==> config.mk <==
export PLATFORM = sky130hd
export DESIGN_NAME = dssa_cfg
export DESIGN_NICKNAME = d
export VERILOG_FILES = /design/src/rtl/dssa_pkg.sv /design/src/rtl/dssa_cfg.sv
export SDC_FILE = /design/constraint.sdc
export NUM_CORES = 1
export LEC_CHECK = 0
export BUFFER_PORTS_ARGS = -buffer_cell sky130_fd_sc_hd__buf_2
export CAP_MARGIN = 20
export CORE_MARGIN = 10
export CORE_UTILIZATION = 47
export DETAILED_ROUTE_END_ITERATION = 16
export PLACE_DENSITY_LB_ADDON = 0.1
export REMOVE_ABC_BUFFERS = 1
export SYNTH_ARGS = -nofsm -noshare
export SYNTH_HDL_FRONTEND = slang
export SYNTH_SLANG_ARGS = --single-unit
==> constraint.sdc <==
create_clock -name i_clk -period 1.1 [get_ports i_clk]
set_input_delay 0.055 -clock i_clk [delete_from_list [all_inputs] [get_ports i_clk]]
set_output_delay 0.055 -clock i_clk [all_outputs]
set_load 0.005 [all_outputs]
==> src/rtl/dssa_pkg.sv <==
package dssa_pkg;

    // Operand A of the shared multiplier: a 33 bit displacement, sign extended.
    localparam int unsigned MUL_AW = 34;

    typedef enum logic [1:0] {
        OP_START    = 2'd0,
        OP_RETARGET = 2'd1,
        OP_TICK     = 2'd2,
        OP_RECLAMP  = 2'd3
    } t_op;

    // Register indexes of the configuration port
    typedef enum logic [2:0] {
        REG_STIFFNESS = 3'd0,
        REG_DAMPING   = 3'd1,
        REG_POS_TOL   = 3'd2,
        REG_VEL_TOL   = 3'd3,
        REG_MIN_X     = 3'd4,
        REG_MAX_X     = 3'd5,
        REG_MIN_Y     = 3'd6,
        REG_MAX_Y     = 3'd7
    } t_reg;

    // Operand pairs of the shared multiplier
    typedef enum logic [2:0] {
        MS_STIFF_DT = 3'd0,
        MS_DAMP_DT  = 3'd1,
        MS_DX_K     = 3'd2,
        MS_DY_K     = 3'd3,
        MS_VX_C     = 3'd4,
        MS_VY_C     = 3'd5,
        MS_VX_DT    = 3'd6,
        MS_VY_DT    = 3'd7
    } t_msel;

    typedef struct packed {
        logic        [15:0] stiffness;
        logic        [15:0] damping;
        logic        [15:0] position_tolerance;
        logic        [15:0] velocity_tolerance;
        logic signed [31:0] min_x;
        logic signed [31:0] max_x;
        logic signed [31:0] min_y;
        logic signed [31:0] max_y;
    } t_cfg;

    function automatic logic signed [31:0] sat32(input logic signed [63:0] v);
        if (v > 64'sd2147483647) begin
            return 32'sh7fffffff;
        end
        if (v < -64'sd2147483648) begin
            return 32'sh80000000;
        end
        return v[31:0];
    endfunction

    // Minimum bound wins when the extents are inverted.
    function automatic logic signed [31:0] clamp32(input logic signed [31:0] v,
                                                   input logic signed [31:0] lo,
                                                   input logic signed [31:0] hi);
        logic signed [31:0] t;
        t = (v < hi) ? v : hi;
        return (t > lo) ? t : lo;
    endfunction

endpackage

==> src/rtl/dssa_cfg.sv <==
module dssa_cfg (
    input  logic                 i_clk,
    input  logic                 i_rst_n,
    input  logic                 psel,
    input  logic                 penable,
    input  logic                 pwrite,
    input  logic           [4:0] paddr,
    input  logic          [31:0] pwdata,
    output logic          [31:0] prdata,
    output logic                 pready,
    output dssa_pkg::t_cfg       o_cfg
);
    import dssa_pkg::*;

    localparam logic [15:0] RST_STIFFNESS = 16'd8120;
    localparam logic [15:0] RST_DAMPING   = 16'd2884;
    localparam logic [15:0] RST_POS_TOL   = 16'd256;
    localparam logic [15:0] RST_VEL_TOL   = 16'd1311;
    localparam logic [31:0] RST_MIN       = 32'h0000_0000;
    localparam logic [31:0] RST_MAX       = 32'h7fff_ffff;

    t_cfg r_cfg;
    t_reg w_idx;
    logic w_wr;

    assign w_idx  = t_reg'(paddr[4:2]);
    assign w_wr   = psel && penable && pwrite;
    assign pready = 1'b1;
    assign o_cfg  = r_cfg;

    always_ff @(posedge i_clk) begin
        if (!i_rst_n) begin
            r_cfg.stiffness          <= RST_STIFFNESS;
            r_cfg.damping            <= RST_DAMPING;
            r_cfg.position_tolerance <= RST_POS_TOL;
            r_cfg.velocity_tolerance <= RST_VEL_TOL;
            r_cfg.min_x              <= RST_MIN;
            r_cfg.max_x              <= RST_MAX;
            r_cfg.min_y              <= RST_MIN;
            r_cfg.max_y              <= RST_MAX;
        end else if (w_wr) begin
            case (w_idx)
                REG_STIFFNESS: r_cfg.stiffness          <= pwdata[15:0];
                REG_DAMPING:   r_cfg.damping            <= pwdata[15:0];
                REG_POS_TOL:   r_cfg.position_tolerance <= pwdata[15:0];
                REG_VEL_TOL:   r_cfg.velocity_tolerance <= pwdata[15:0];
                REG_MIN_X:     r_cfg.min_x              <= pwdata;
                REG_MAX_X:     r_cfg.max_x              <= pwdata;
                REG_MIN_Y:     r_cfg.min_y              <= pwdata;
                REG_MAX_Y:     r_cfg.max_y              <= pwdata;
                default: ;
            endcase
        end
    end

    always_comb begin
        case (w_idx)
            REG_STIFFNESS: prdata = 32'(r_cfg.stiffness);
            REG_DAMPING:   prdata = 32'(r_cfg.damping);
            REG_POS_TOL:   prdata = 32'(r_cfg.position_tolerance);
            REG_VEL_TOL:   prdata = 32'(r_cfg.velocity_tolerance);
            REG_MIN_X:     prdata = r_cfg.min_x;
            REG_MAX_X:     prdata = r_cfg.max_x;
            REG_MIN_Y:     prdata = r_cfg.min_y;
            REG_MAX_Y:     prdata = r_cfg.max_y;
            default:       prdata = '0;
        endcase
    end

endmodule

==> summary.md, run 1 <==
| Metric | Value |
|---|---|
| Synth warn | `0` |
| Worst-skew pair later-pin latency | `0.43 ns` |
| Setup TNS | `-12.73 ns` |
| TritonRoute pass-1 iters | `5` |
| Tcrit/Tclk final | `146%` |
| Die extent in x | `around 160 um` |
| Initial antenna violation count | `0` |
| Nets | `roughly 1500` |
| Crit-path max FO | `3` |
| RSZ-0062 raised after global routing | `true` |
| LEAKAGE | `0.00591 uW` |
| Total CTS buffers | `17` |
| Post-route DRC | `0` |
| Pin count of the biggest net entering global routing | `65` |
| FILL cells | `1410` |
| WP data required | `1.04 ns` |
| Largest register FFs | `192` |
| Share of cells above drive strength 1 | `between 40% and 50%` |
| Worst-Margin Slew | `0.548 ns` |
| Synth cell types | `37` |
| CTS H-tree lvls | `4` |
| Ports | `about 270` |
| Worst setup EP type | `primary output` |
| CTS tree | `yes` |
| Synth Area per Inst | `8.07 sq um` |
| Fmax | `approximately 0.62 GHz` |
| Rows | `49` |
| Total wire length | `34300 um` |
| Setup slack after layout | `-0.510 ns` |
| Crit Path Class | `reg -> out` |
| Syn Inst Count | `1073` |
| Via count | `9232` |
| First-pass GRT wire length | `~52000 um` |
| Commonest non-fill, non-tap cell in the layout | `nand2_1` |
| Vias per Instance | `5.31` |
| Vias in the first global route | `9139` |
| Failing checks | `setup timing` |
| Setup WS pre-CTS | `-0.546 ns` |
| Post-DRT Antenna Nets | `0` |
| Worst EP arrival | `1.55 ns` |
| Worst-path clk slew | `0.07 ns` |
| Antenna cells | `0` |
| Post-Syn Area | `0.00866 sq mm` |
| Number of port buffers | `263` |
| Gpl congestion | `0.872` |
| Final setup fails | `33` |
| Worst Clk Skew | `0 ns` |
| Die Area | `0.0243 sq mm` |
| Total core area | `0.0180 sq mm` |
| Status | `complete, but fails checks` |
| Area grow syn2layout | `51.6%` |
| Clock sink count | `192` |
| Drt wl/cell | `19.7 um` |
| Most frequent cells in the layout | `nand2_1, buf_2, buf_4, dfxtp_1, nand3_1` |
| VDD IR max | `~1100 uV` |
| Initial Util | `48.1%` |
| Final Max Tran Viols | `0` |
| Tmin final | `about 1.6 ns` |
| Max cap viols | `0` |
| Global Route Usage Sum | `27.1%` |
| Relative slew slack | `63.4%` |
| Critical Path Start Type | `register` |
| Chip height | `156 um` |
| Clock root cell | `clkbuf_16` |
| Final Hold Viols | `0` |
| Overflow after GRT | `0` |
| #FFs+latches synth | `around 190` |
| Sequential area share after synthesis | `44.4%` |
| 1st-iter DRT viols | `573` |
| Cell area power density | `around 1200 mW/mm^2` |
| Worst hold-check path type | `in -> reg` |
| Dpl hpwl | `between 20000 and 25000 um` |
| Max clock buf depth | `2` |
==> repair_timing <==
action / 4_1_cts / 5_1_grt
hold buffers: 33 / 0
resized for setup: 93 / 80
setup buffers: 19 / 9
hold endpoints to repair: 192 / 0
gates cloned: 0 / 3
pin swaps: 42 / 20
setup endpoints to repair: 32 / 66
==> layout make-up <==
class | instances | area, sq um | area share (%)
Sequential cell | 192 | 3940 | 30.0
Tap cell | 229 | 287 | 2.18
Multi-Input combinational cell | 765 | 4560 | 34.7
Clock buffer | 21 | 460 | 3.51
Clock inverter | 11 | 153 | 1.16
Timing Repair Buffer | 505 | 3680 | 28.0
Inverter | 15 | 56.3 | 0.429
==> per-layer routing <==
metal | up-vias | track usage, % | wire (um)
li1 | 4436 | - | -
met1 | 4342 | 33.2 | 13800
met2 | 413 | 45.1 | 16500
met3 | 41 | 8.38 | 3460
met4 | 0 | 7.44 | 563
met5 | - | 0 | 0
==> cell families after synthesis <==
logic type             after synthesis  synth area share, %
multiplexers                        30                 5.79
flip-flops                         192                 44.4
other                                1               0.0433
AND/OR/NAND/NOR                    556                 27.3
buffers and inverters              116                 6.30
AO/OA/AOI/OAI                      178                 16.2
==> where the power goes <==
part	switching, uW	internal [uW]	leakage (uW)	total, uW
Combinational	897	854	0.00405	1750
Sequential	45.1	7020	0.00155	7060
Clock	2810	3730	0.000302	6550
==> path summary, 6_finish.rpt <==
check,startpoint,endpoint,slack [ns],cells after the start
max reg2reg,o_cfg[175],o_cfg[175],0.29,3
min,pwrite,o_cfg[174],0.39,7
max,o_cfg[12],prdata[12],-0.51,5
min reg2reg,o_cfg[102],o_cfg[102],0.46,2
==> Yosys cell counts, drive strengths merged <==
cell type,instances,area share (%)
a21oi,5,0.29
nand4b,1,0.27
mux2,1,0.13
buf,53,3.6
a221oi,29,2.9
a22o,17,1.7
o22a,1,0.10
mux4,16,4.2
o2bb2ai,13,1.3
a21boi,108,9.4
nand2b,18,1.3
dfxtp,192,44
nor2b,3,0.22
o211ai,1,0.087
conb,1,0.043
mux2i,13,1.5
nor3,2,0.30
nand4,1,0.14
a22oi,1,0.087
and4b,1,0.12
or2,3,0.22
or3,2,0.14
nand3,83,4.8
a32oi,2,0.20
and2b,1,0.087
inv,15,0.65
a32o,1,0.12
nand2,388,17
and2,18,1.3
clkbuf,48,2.1
nor2,35,1.6
==> critical path: stages (launching register included) <==
cell     delay (ns)
dfxtp_2        0.33
mux2_4         0.26
a22oi_2        0.13
a21oi_2        0.08
o22a_1         0.20
buf_2          0.13
==> stage by stage <==
| step | instance area (sq um) | total power [uW] | utilization [%] | cells | hold slack (ns) |
|---|---|---|---|---|---|
| final | 13100 | 15400 | 72.9 | 1738 | 0.391 |
| after global routing | 13100 | 15800 | 72.9 | 1738 | 0.420 |
| after CTS | 12800 | 15300 | 71.2 | 1729 | 0.379 |
| after detailed placement | 11500 | 8700 | 63.5 | 1645 | 0.320 |
| after global placement | 11500 | 8680 | 63.5 | 1645 | 0.316 |
| after floorplan | 8170 | 7720 | - | 972 | 0.127 |
Note: power is estimated with default switching activity, not from simulation.
==> run 2: changes to the inputs <==
Settings changed: SETUP_SLACK_MARGIN set to 0.05.
==> summary.md, run 2 (synthesized netlist as in run 1, its figures left out) <==
| Metric | Value |
|---|---|
| Status | `complete, but fails checks` |
| Failing checks | `setup timing` |
| Clock root cell | `clkbuf_16` |
| Share of cells above drive strength 1 | `51.1%` |
| Final Util | `between 80% and 90%` |
| Met3 usage | `8.16%` |
| Worst Setup EP | `prdata[12]` |
| 1st-iter DRT viols | `slightly below 800` |
| Fmax | `0.613 GHz` |
| Dpl hpwl | `23700 um` |
| Worst-path clk slew | `0.07 ns` |
| Post-DRT Antenna Nets | `0` |
| Nets | `1571` |
| Max cap viols | `0` |
| Final setup fails | `44` |
| Final Hold Viols | `0` |
| VDD IR max | `1090 uV` |
| Die extent in x | `between 150 and 200 um` |
| Total CTS buffers | `17` |
| CTS H-tree lvls | `4` |
| Crit-path max FO | `3` |
| Worst hold-check path type | `in -> reg` |
| Pin count of the biggest net entering global routing | `65` |
| Cell area power density | `1050 mW/mm^2` |
| Critical Path Start Type | `register` |
| CP max stage delay | `0.33 ns` |
| Worst reg2reg endpoint | `o_cfg[37]` |
| Worst-Margin Slew | `0.551 ns` |
| Gpl congestion | `0.872` |
| Tcrit/Tclk final | `148%` |
| CTS tree | `yes` |
| Slowest-stage cell, CP | `dfxtp_2` |
| Worst EP arrival | `around 1.6 ns` |
| Setup WS pre-CTS | `-0.546 ns` |
| Total core area | `0.0180 sq mm` |
| Worst reg2reg startpoint | `o_cfg[37]` |
| Total wire length | `40000 um` |
| Met2 GRT Util | `49.5%` |
| Max clock buf depth | `2` |
| Crit Path Class | `reg -> out` |
| Area taken by multi-input logic gates | `0.00471 sq mm` |
| WP data required | `1.04 ns` |
| Drt wl/cell | `22.6 um` |
| Worst setup startpoint | `o_cfg[12]` |
| Clock sink count | `about 190` |
| Worst Clk Skew | `0 ns` |
| RSZ-0062 raised after global routing | `true` |
| Ports | `267` |
| Relative slew slack | `63.2%` |
| Number of port buffers | `263` |
| Post-route DRC | `0` |
| WHS | `0.349 ns` |
| Final Max Tran Viols | `0` |
| Most frequent cells in the layout | `nand2_1, buf_6, dfxtp_2, buf_2, nand3_1` |
| First-pass GRT wire length | `56600 um` |
| LEAKAGE | `0.00657 uW` |
| Chip height | `156 um` |
| Worst-skew pair later-pin latency | `0.43 ns` |
| Area grow syn2layout | `72.3%` |
| TritonRoute pass-1 iters | `6` |
| Overflow after GRT | `0` |
| Gr busiest metal | `met2` |
| Largest register FFs | `192` |
| Placed Cells | `about 1600` |
| R2R depth | `5` |
| Via count | `10099` |
| Commonest non-fill, non-tap cell in the layout | `nand2_1` |
| Global Route Usage Sum | `between 20 and 30%` |
| Setup slack after layout | `-0.530 ns` |
| Antenna cells | `0` |
| Worst setup EP type | `primary output` |
| Tmin final | `1.63 ns` |
| CP cell instances | `mux2_2 -> a22oi_2 -> a21oi_2 -> o22a_1 -> buf_2` |
| R2R setup slack | `between 0.15 and 0.2 ns` |
| Initial antenna violation count | `0` |
| Vias per Instance | `5.70` |
| Initial Util | `between 40% and 50%` |
| Register area | `0.00402 sq mm` |
| FILL cells | `1043` |
| Final Non-Filler Cells | `1771` |
| Met1 Use GR | `35.1%` |
| Vias in the first global route | `9777` |
| Rows | `between 40 and 50` |
| Die Area | `0.0243 sq mm` |
[run 2: cell count changes in the layout (fill, tap and decap cells not counted), moves of 17 or more]
cell and change:
buf_6 +258, buf_2 -121, nand2_1 -17, buf_4 -105, dfxtp_1 -60, dfxtp_2 +60
[run 2: critical path: cells and delay by family, from the launching register on]
kind                   cells  cell delay, ns
AOI/OAI and AO/OA          3            0.42
DFF                        1            0.33
muxes                      1            0.27
buffers and inverters      1            0.13
[run 2: layout make-up]
| class | instances | share of cell area [%] |
|---|---|---|
| clock buffers | 21 | 3.09 |
| inverters | 15 | 0.377 |
| flip-flops and latches | 192 | 26.9 |
| well taps | 229 | 1.92 |
| multi-input cells | 765 | 31.6 |
| clock inverters | 11 | 1.02 |
| repair buffers | 538 | 35.1 |
[run 2: metrics by stage]
step	power, uW	cell area [sq um]	setup TNS (ns)
6_report	15600	14900	-14.05
5_1_grt	16100	14900	-16.21
4_1_cts	15400	14100	-13.24
3_5_place_dp	8700	11500	-67.48
3_3_place_gp	8680	11500	-64.66
2_1_floorplan	7720	8170	-59.37
[run 2: report_power, final]
| group | internal [uW] | switching [uW] | leakage (uW) |
|---|---|---|---|
| clock | 3730 | 2850 | 0.000302 |
| sequential | 7020 | 55.3 | 0.00156 |
| combinational | 992 | 1000 | 0.00471 |
[run 2: timing repair]
action / 4_1_cts / 5_1_grt
gates cloned: 2 / 3
hold buffers: 33 / 0
endpoints found under the setup margin: 132 / 211
endpoints found under the hold margin: 192 / 0
pin swaps: 46 / 39
gates resized for setup: 398 / 183
buffers inserted: 22 / 71
[run 2: metal layers]
layer  routed length, um  vias to the layer above
li1                    -                     4512
met1               14900                     4905
met2               19800                      584
met3                4130                       98
met4                1130                        0
met5                   0                        -
[run 2: how the worst min path moves through the flow]
stage | start | end | slack [ns] | depth (start not counted)
after floorplan | i_rst_n | o_cfg[0] | 0.13 | 1
after global placement | pwdata[24] | o_cfg[88] | 0.32 | 3
after detailed placement | pwdata[28] | o_cfg[92] | 0.32 | 3
after CTS | penable | o_cfg[174] | 0.36 | 7
after global routing | penable | o_cfg[141] | 0.37 | 7
final | penable | o_cfg[141] | 0.35 | 7
==> run 3: changes to the inputs <==
Settings changed: GPL_TIMING_DRIVEN set to 0, HOLD_SLACK_MARGIN set to 0.06, PLACE_DENSITY set to 0.84, PLACE_DENSITY_LB_ADDON 0.1 to unset.
==> summary.md, run 3 (synthesized netlist as in run 1, its figures left out) <==
| Metric | Value |
|---|---|
| Total wire length | `38600 um` |
| Hold Path Depth | `2` |
| Worst hold start | `i_rst_n` |
| Max cap viols | `0` |
| Worst EP arrival | `~1.6 ns` |
| Crit Path Class | `reg -> out` |
| Post-DRT Antenna Nets | `0` |
| Final Util | `69.8%` |
| Vias in the first global route | `9200` |
| Dpl hpwl | `20200 um` |
| Worst-skew pair later-pin latency | `approximately 0.42 ns` |
| Largest register FFs | `192` |
| Pin count of the biggest net entering global routing | `roughly 110` |
| CTS H-tree lvls | `4` |
| Worst-path clk slew | `0.08 ns` |
| Vias per Instance | `5.90` |
| Setup slack after layout | `-0.552 ns` |
| Total core area | `0.0180 sq mm` |
| LEAKAGE | `0.00542 uW` |
| Placed Cells | `between 1000 and 1500` |
| R2R depth | `4` |
| VDD IR max | `1170 uV` |
| R2R setup slack | `0.23 ns` |
| Nets | `1412` |
| Worst hold-check path type | `in -> reg` |
| Via count | `9529` |
| Status | `complete, but fails checks` |
| Critical Path Start Type | `register` |
| Die Area | `0.0243 sq mm` |
| Worst reg2reg endpoint | `o_cfg[16]` |
| Commonest non-fill, non-tap cell in the layout | `nand2_1` |
| Number of port buffers | `263` |
| Crit-path max FO | `2` |
| Total CTS buffers | `17` |
| Max clock buf depth | `2` |
| Share of cells above drive strength 1 | `about 40%` |
| Post-route DRC | `0` |
| TritonRoute pass-1 iters | `6` |
| WHS Endpoint | `o_cfg[20]` |
| Relative slew slack | `59.1%` |
| Setup TNS | `-13.50 ns` |
| Worst Clk Skew | `0 ns` |
| Fmax | `0.605 GHz` |
| WP data required | `1.04 ns` |
| Drt wl/cell | `23.9 um` |
| Chip height | `156 um` |
| Clock root cell | `clkbuf_16` |
| Final Max Tran Viols | `0` |
| Gpl congestion | `0.814` |
| Die extent in x | `156 um` |
| Clock sink count | `192` |
| Worst setup startpoint | `o_cfg[18]` |
| Initial antenna violation count | `1` |
| Final setup fails | `33` |
| Area grow syn2layout | `45.3%` |
| Ports | `267` |
| Tcrit/Tclk final | `150%` |
| Tmin final | `1.65 ns` |
| FILL cells | `roughly 1300` |
| 1st-iter DRT viols | `just under 800` |
| First-pass GRT wire length | `53600 um` |
| Rows | `49` |
| Failing checks | `setup timing` |
| Final Non-Filler Cells | `1614` |
| WHS | `0.0380 ns` |
| Worst-Margin Slew | `slightly above 0.6 ns` |
| Global Route Usage Sum | `28.3%` |
| Final Hold Viols | `0` |
| Most frequent cells in the layout | `nand2_1, buf_2, dfxtp_1, dfxtp_2, nand3_1` |
| Cell area power density | `1180 mW/mm^2` |
| Worst setup EP type | `primary output` |
| RSZ-0062 raised after global routing | `true` |
| CTS tree | `yes` |
| Overflow after GRT | `0` |
| Setup WS pre-CTS | `-1.49 ns` |
| Initial Util | `48.1%` |
| Worst reg2reg startpoint | `o_cfg[16]` |
## run 3: timing repair
item,CTS,global route
setup endpoints to repair,224,212
setup buffers,42,21
gates cloned,8,6
hold endpoints to repair,192,0
hold buffers,32,0
pin swaps,21,31
resized for setup,135,128
## run 3: layout make-up
type                    count  area (sq um)  area share (%)
multi-input cells         772          4710            37.4
clock inverters            15           125           0.994
inverters                  15          56.3           0.447
clock buffers              17           425            3.38
well taps                 229           287            2.28
diodes                      2          5.00          0.0398
flip-flops and latches    192          3950            31.4
repair buffers            372          3020            24.0
## run 3: worst max-delay path by stage
stage	endpoint	slack, ns
finish	prdata[18]	-0.55
global route	prdata[18]	-0.56
CTS	prdata[12]	-0.51
detailed placement	o_cfg[135]	-1.49
global placement	o_cfg[54]	-3.43
floorplan	o_cfg[31]	-0.51
## run 3: layer usage
| layer | global-route usage, % | routed length, um |
|---|---|---|
| met5 | 0 | 0 |
| met4 | 11.6 | 1340 |
| met3 | 9.29 | 4630 |
| met2 | 45.8 | 18400 |
| met1 | 33.9 | 14300 |
## run 3: worst max-delay path, stage by stage (launching register included)
cell and delay, ns:
dfxtp_2 0.35, mux4_2 0.52, and2_4 0.19, buf_6 0.11
## run 3: through the flow
step           cell area [sq um]  power (uW)
6_report                   12600       14800
5_1_grt                    12600       15200
4_1_cts                    11900       14600
3_5_place_dp               10000        8480
3_3_place_gp                9780        8430
2_1_floorplan               8170        7720
## run 3: power by group
part | internal (uW) | switching (uW)
Sequential | 7020 | 56.6
Combinational | 846 | 949
Clock | 2960 | 2970
